**src/rtl/cmq_pkg.sv**
```systemverilog
`default_nettype none
package cmq_pkg;

  localparam int RING_SLOTS_DEF = 32;

  localparam int CODE_W  = 8;
  localparam int PARAM_W = 32;
  localparam int COUNT_W = 8;
  localparam int IN_W    = 40;
  localparam int OUT_W   = 56;

  localparam logic [COUNT_W-1:0] COUNT_MAX = 8'd255;

  localparam logic OP_SEND = 1'b0;
  localparam logic OP_GET  = 1'b1;

  typedef struct packed {
    logic [CODE_W-1:0]  code;
    logic [PARAM_W-1:0] param;
    logic [COUNT_W-1:0] count;
  } entry_t;

  typedef struct packed {
    logic shift_up;
    logic shift_down;
    logic load;
    logic bump;
  } cell_ctrl_t;

  typedef enum logic [2:0] {
    ST_IDLE,
    ST_SCAN,
    ST_APPEND,
    ST_GET,
    ST_DONE
  } state_t;

endpackage
`default_nettype wire

```
**src/rtl/coalescing_message_queue_unit.sv**
```systemverilog
`default_nettype none
// Coalescing message queue: a FIFO of up to RING_SLOTS-1 messages held in a ring of cells,
// the oldest always in cell 0. A send rotates the whole ring once, one cell per cycle, and
// compares each queued entry as it passes the last cell, newest first; the first match is
// incremented in flight if its count is below 255, otherwise (no match, or that match is
// saturated) the message is appended with count 1 (or dropped with ok=0 when full). A send
// therefore occupies the block for that full revolution of the ring; a get pops cell 0 and
// shifts the ring down by one. The output register lets the next item be accepted while a
// result waits. Storage needs no clearing after reset.
module coalescing_message_queue_unit
  import cmq_pkg::*;
#(
  parameter int RING_SLOTS = RING_SLOTS_DEF
) (
  input  wire logic             clk,
  input  wire logic             rst,
  input  wire logic             s_tvalid,
  output logic                  s_tready,
  input  wire logic [IN_W-1:0]  s_tdata,   // message_code, message_param
  input  wire logic             s_tuser,   // op
  output logic                  m_tvalid,
  input  wire logic             m_tready,
  output logic [OUT_W-1:0]      m_tdata    // ok, merged, out_code, out_param, out_count, pad
);

  localparam int CW = $clog2(RING_SLOTS);
  localparam logic [CW-1:0] LAST = CW'(RING_SLOTS - 1);

  state_t state, state_next;

  logic [CW-1:0]      cnt;
  logic [CW-1:0]      j;
  logic               searching;
  logic               merged_hit;
  logic [CODE_W-1:0]  item_code;
  logic [PARAM_W-1:0] item_param;

  logic               res_ok;
  logic               res_merged;
  logic [CODE_W-1:0]  res_code;
  logic [PARAM_W-1:0] res_param;
  logic [COUNT_W-1:0] res_count;

  entry_t cell_data [RING_SLOTS];
  entry_t cand;
  entry_t new_entry;

  logic hit, bump_en, append_en, pop, out_load, scan_en;

  assign cand      = cell_data[RING_SLOTS-1];
  assign new_entry = '{code: item_code, param: item_param, count: COUNT_W'(1)};
  assign hit       = searching && (j < cnt) &&
                     (cand.code == item_code) && (cand.param == item_param);

  genvar k;
  generate
    for (k = 0; k < RING_SLOTS; k++) begin : g_cell
      localparam int LO = (k + RING_SLOTS - 1) % RING_SLOTS;
      localparam int HI = (k + 1) % RING_SLOTS;
      cell_ctrl_t ctrl;
      assign ctrl.shift_up   = scan_en;
      assign ctrl.shift_down = pop;
      assign ctrl.load       = append_en && (cnt == CW'(k));
      assign ctrl.bump       = (k == 0) && bump_en;
      cmq_cell u_cell (
        .clk       (clk),
        .ctrl      (ctrl),
        .from_lo   (cell_data[LO]),
        .from_hi   (cell_data[HI]),
        .load_data (new_entry),
        .data      (cell_data[k])
      );
    end
  endgenerate

  always_ff @(posedge clk) begin
    if (rst) begin
      state <= ST_IDLE;
    end else begin
      state <= state_next;
    end
  end

  always_comb begin
    state_next = state;
    s_tready   = 1'b0;
    scan_en    = 1'b0;
    bump_en    = 1'b0;
    append_en  = 1'b0;
    pop        = 1'b0;
    out_load   = 1'b0;
    case (state)
      ST_IDLE: begin
        s_tready = 1'b1;
        if (s_tvalid) begin
          state_next = (s_tuser == OP_GET) ? ST_GET : ST_SCAN;
        end
      end
      ST_SCAN: begin
        scan_en = 1'b1;
        bump_en = hit && (cand.count != COUNT_MAX);
        if (j == '0) begin
          state_next = ST_APPEND;
        end
      end
      ST_APPEND: begin
        append_en  = !merged_hit && (cnt != LAST);
        state_next = ST_DONE;
      end
      ST_GET: begin
        pop        = (cnt != '0);
        state_next = ST_DONE;
      end
      ST_DONE: begin
        if (!m_tvalid || m_tready) begin
          out_load   = 1'b1;
          state_next = ST_IDLE;
        end
      end
      default: state_next = ST_IDLE;
    endcase
  end

  always_ff @(posedge clk) begin
    if (rst) begin
      cnt        <= '0;
      searching  <= 1'b0;
      merged_hit <= 1'b0;
    end else begin
      if (s_tvalid && s_tready) begin
        j          <= LAST;
        searching  <= 1'b1;
        merged_hit <= 1'b0;
        item_code  <= s_tdata[CODE_W-1:0];
        item_param <= s_tdata[CODE_W +: PARAM_W];
      end
      if (scan_en) begin
        j <= j - CW'(1);
        // stop at the newest match, merged or saturated
        if (hit) begin
          searching <= 1'b0;
        end
        if (bump_en) begin
          merged_hit <= 1'b1;
        end
      end
      if (state == ST_APPEND) begin
        res_ok     <= merged_hit || append_en;
        res_merged <= merged_hit;
        res_code   <= '0;
        res_param  <= '0;
        res_count  <= '0;
        if (append_en) begin
          cnt <= cnt + CW'(1);
        end
      end
      if (state == ST_GET) begin
        res_ok     <= pop;
        res_merged <= 1'b0;
        res_code   <= pop ? cell_data[0].code  : '0;
        res_param  <= pop ? cell_data[0].param : '0;
        res_count  <= pop ? cell_data[0].count : '0;
        if (pop) begin
          cnt <= cnt - CW'(1);
        end
      end
    end
  end

  always_ff @(posedge clk) begin
    if (rst) begin
      m_tvalid <= 1'b0;
    end else if (out_load) begin
      m_tvalid <= 1'b1;
    end else if (m_tready) begin
      m_tvalid <= 1'b0;
    end
  end

  always_ff @(posedge clk) begin
    if (out_load) begin
      m_tdata <= {6'b0, res_count, res_param, res_code, res_merged, res_ok};
    end
  end

  a_pop_count : assert property (@(posedge clk) disable iff (rst)
    (state == ST_GET && cnt != '0) |=> (cnt == $past(cnt) - CW'(1)))
    else $error("pop did not retire one entry");

  a_scan_end : assert property (@(posedge clk) disable iff (rst)
    (state == ST_SCAN && j == '0) |=> (state == ST_APPEND))
    else $error("scan did not end after one revolution");

  a_single_merge : assert property (@(posedge clk) disable iff (rst)
    (state == ST_SCAN && bump_en) |=> (!searching && merged_hit))
    else $error("search kept running after a merge");

  a_merged_ok : assert property (@(posedge clk) disable iff (rst)
    (m_tvalid && m_tdata[1]) |-> m_tdata[0])
    else $error("merged result without ok");

  a_no_overfill : assert property (@(posedge clk) disable iff (rst)
    (state == ST_APPEND && cnt == LAST) |=> (cnt == LAST))
    else $error("append into a full ring");

endmodule
`default_nettype wire

```
**src/rtl/cmq_cell.sv**
```systemverilog
`default_nettype none
module cmq_cell
  import cmq_pkg::*;
(
  input  wire logic       clk,
  input  wire cell_ctrl_t ctrl,
  input  wire entry_t     from_lo,
  input  wire entry_t     from_hi,
  input  wire entry_t     load_data,
  output entry_t          data
);

  entry_t bumped;

  always_comb begin
    bumped       = from_lo;
    bumped.count = from_lo.count + COUNT_W'(1);
  end

  always_ff @(posedge clk) begin
    if (ctrl.load) begin
      data <= load_data;
    end else if (ctrl.shift_up) begin
      // merge lands on the entry as it passes the wrap point
      data <= ctrl.bump ? bumped : from_lo;
    end else if (ctrl.shift_down) begin
      data <= from_hi;
    end
  end

endmodule
`default_nettype wire

```
**config.mk**
```make
export PLATFORM = sky130hd
export DESIGN_NAME = coalescing_message_queue_unit
export DESIGN_NICKNAME = d
export VERILOG_FILES = /design/src/rtl/cmq_pkg.sv /design/src/rtl/coalescing_message_queue_unit.sv /design/src/rtl/cmq_cell.sv
export SDC_FILE = /design/constraint.sdc
export NUM_CORES = 2
export LEC_CHECK = 0
export BUFFER_PORTS_ARGS = -buffer_cell sky130_fd_sc_hd__buf_2
export CAP_MARGIN = 20
export CORE_MARGIN = 4
export CORE_UTILIZATION = 35
export DETAILED_ROUTE_END_ITERATION = 6
export HOLD_SLACK_MARGIN = 0.15
export SLEW_MARGIN = 20
export SYNTH_ARGS = -nofsm -noshare
export SYNTH_HDL_FRONTEND = slang
export SYNTH_SLANG_ARGS = --single-unit
```
**constraint.sdc**
```tcl
create_clock -name clk -period 7.73 [get_ports clk]
set_input_delay 0.773 -clock clk [delete_from_list [all_inputs] [get_ports clk]]
set_output_delay 0.773 -clock clk [all_outputs]
set_load 0.05 [all_outputs]
```
==> impl_metrics.json <==
{
  "avgSynthCellArea_um2": 8.92,
  "hold_viol": 0,
  "synthFlopType": "edfxtp_1",
  "cpPeakStageDelay_ps": 740,
  "synth_top_cell_by_area": "edfxtp_1",
  "synthCells": 9098,
  "whs_path_depth": 3,
  "p_leak_nw": 33.3,
  "final-setup-viol-count": 0,
  "wl_mm": 272,
  "min_path_type": "input pin to register",
  "whs_ps": 276,
  "cts_resized": 0,
  "fillers": 22694,
  "drc": 0,
  "path_cells": "ha_1, and3_1, ha_1, or4b_1, nor2_2, nand3_1, nor2_4, buf_4, o21ai_0",
  "core_area_um2": 230000,
  "setup_tns_ps": 0,
  "die_width_um": 490,
  "wl_per_cell_um": 22.9,
  "criticalPathCategory": "register to register",
  "path_delay_family": "simple AND/OR/NAND/NOR gates",
  "yosysTopAreaCellShare": 0.527,
  "finalClockSkew_ps": 40.1,
  "async_reset_ff_frac": 0,
  "ys_seq_area_frac": 0.593,
  "clk_pin_slew_ps": 60,
  "crit_fanout": 80,
  "cpMaxStageDelayCell": "nand3_1",
  "htreeDepth": 4,
  "path_buf_inv": 1,
  "grt_max_degree": 220,
  "cts_tree": "yes",
  "r2r_start": "cnt[0]",
  "ir_drop_v": 0.000259,
  "grt_pass1_wl_mm": 402,
  "reg2regPathDepth": 9,
  "cp.required_ps": 8280,
  "synthTopCellsByArea": "edfxtp_1, nand2_1, a31oi_1, dfxtp_1, nor2_1",
  "antenna_found_initial": 9,
  "root_buffer": "clkbuf_16",
  "critPathArrivalTime_ps": 5580,
  "fin_crit_ps": 5030,
  "ios": 103,
  "cts_made_buffers": 177,
  "gr-total-overflow": 0,
  "dr.first_iter.drc_count": 9077,
  "whs_endpoint": "state[1]",
  "dieArea_um2": 240000,
  "tightest_slew_ps": 1200,
  "io_buffers": 96,
  "min_from": "s_tuser",
  "yosysUniqueCellTypes": 52,
  "grt_setup_unrepaired": "false",
  "core.rowCount": 176,
  "slew_headroom": 0.200,
  "final_cell_mix": "nand2_1, edfxtp_1, nor2_1, a31oi_1, a21oi_1",
  "cts_buffer_depth": 3,
  "clock_latency_ps": 840,
  "vias": 66540,
  "grt_usage": 0.220,
  "worst_setup_path_start_kind": "register",
  "grtUsageMet1": 0.296,
  "initial_core_util": 0.352,
  "pwr_density_cell_nw_per_um2": 274,
  "r2r_slack_ps": 2700,
  "syn_to_final_growth_pct": 10.7,
  "synthesis.area_um2": 81200,
  "hpwl_mm": 177,
  "ys_ff_latch": 1692,
  "drtAntennaViolNets": 0,
  "slew_viol_final": 0,
  "synth_edf_count": 1425,
  "outcome": "completed",
  "grt_pass1_vias": 60990,
  "worstSetupEndpointType": "register",
  "busiest_layer": "met2",
  "r2r_end": "g_cell[23].u_cell.data[33]",
  "drv_cap": 0,
  "fin_nets": 8761,
  "timing.final.crit_share": 0.650,
  "crit_path_frequent_cell": "ha_1",
  "met2_usage": 0.342,
  "drtPass1Iterations": 7,
  "layout_commonest_cell": "nand2_1",
  "drive_gt1_frac": 0.0620,
  "ys_warn_count": 0,
  "via_per_inst": 5.60,
  "place_congestion": 0.959,
  "die_h_um": 490,
  "cts_sinks": 1692,
  "globalRouteMet3Util": 0.0380,
  "max_freq_mhz": 199
}
==> routing by layer <==
metal	share of wire	up-vias
li1	-	30569
met4	0.057	6
met5	0.00015	-
met2	0.45	3588
met1	0.40	31739
met3	0.093	638
==> stage by stage <==
stage	total power (W)	util	cell area, um^2	std cells	worst slack (ps)
finish	0.0247	0.390	89900	11884	2700
global route	0.0257	0.390	89900	11882	2540
CTS	0.0247	0.390	89800	11880	2830
detailed placement	0.0161	0.363	83600	11509	2840
global placement	0.0160	0.363	83600	11508	3020
floorplan	0.0148	-	81200	9103	2370
==> layout make-up <==
| cell class | instances | area, um^2 | area share |
|---|---|---|---|
| antenna | 3 | 7.51 | 0.0000835 |
| clock buffer | 237 | 4880 | 0.0543 |
| clock inverter | 94 | 927 | 0.0103 |
| inverter | 14 | 52.6 | 0.000585 |
| multi-input combinational | 6552 | 30000 | 0.334 |
| sequential | 1692 | 48100 | 0.536 |
| tap | 3026 | 3790 | 0.0421 |
| timing repair buffer | 266 | 2070 | 0.0231 |
==> kinds of logic (layout without fill, tap and decap cells) <==
group,count (synthesis),count (layout),share of synthesized area
AND/OR/NAND/NOR,4660,4660,0.221
flip-flops,1692,1692,0.593
buffers and inverters,859,611,0.0413
AO/OA/AOI/OAI,1737,1737,0.127
multiplexers,92,92,0.0113
adder cells (fa/ha/maj),13,13,0.00200
other,1,9,0.0000462
XOR/XNOR,44,44,0.00475
==> registers in the layout, indices dropped and copies added, names as in the netlist, 3 cells and up <==
name	count
m_tdata	50
res_param	32
state	3
g_cell.u_cell.data	1536
res_code	8
item_code	8
cnt	5
j	5
item_param	32
res_count	8
==> power by group <==
group / total (W) / internal, W / switching, W
logic: 0.00347 / 0.00124 / 0.00223
clock network: 0.00864 / 0.00486 / 0.00378
registers: 0.0126 / 0.0115 / 0.00107
==> tightest hold or removal path: cells and delay by family <==
kind,cells,cell delay (ps)
simple gates,1,110
buf+inv,1,100
compound gates,1,70
==> what timing repair did <==
item | 4_1_cts | 5_1_grt
buffers inserted | 0 | 0
hold buffers | 40 | 0
hold endpoints to repair | 40 | 0
==> worst max path at each step <==
stage / startpoint / endpoint / slack, ps / cells after the start
2_1_floorplan: cnt[0] / g_cell[23].u_cell.data[10] / 2370 / 8
3_3_place_gp: cnt[0] / g_cell[20].u_cell.data[41] / 3020 / 9
3_5_place_dp: cnt[0] / g_cell[23].u_cell.data[13] / 2840 / 9
4_1_cts: cnt[0] / g_cell[23].u_cell.data[13] / 2830 / 9
5_1_grt: cnt[0] / g_cell[23].u_cell.data[47] / 2540 / 9
6_report: cnt[0] / g_cell[23].u_cell.data[33] / 2700 / 9
==> Yosys cell counts, types with 4 or more instances <==
library cell,instances
a21oi_1,401
buf_1,133
nor4_1,8
buf_4,6
o21ai_0,127
a311oi_1,7
a31oi_1,1165
o31a_1,4
nand2_1,3072
and2_1,63
o31ai_1,4
a211oi_1,18
xor2_1,13
nand2b_1,4
and3_1,13
buf_2,86
nor3_1,8
ha_1,13
or3_1,4
mux2i_1,92
nand4_1,9
inv_1,14
dfxtp_1,267
edfxtp_1,1425
nand3_1,49
nor2_1,1402
nand2_2,8
clkbuf_1,620
xnor2_1,31
Power figures use the tool's default switching activity.
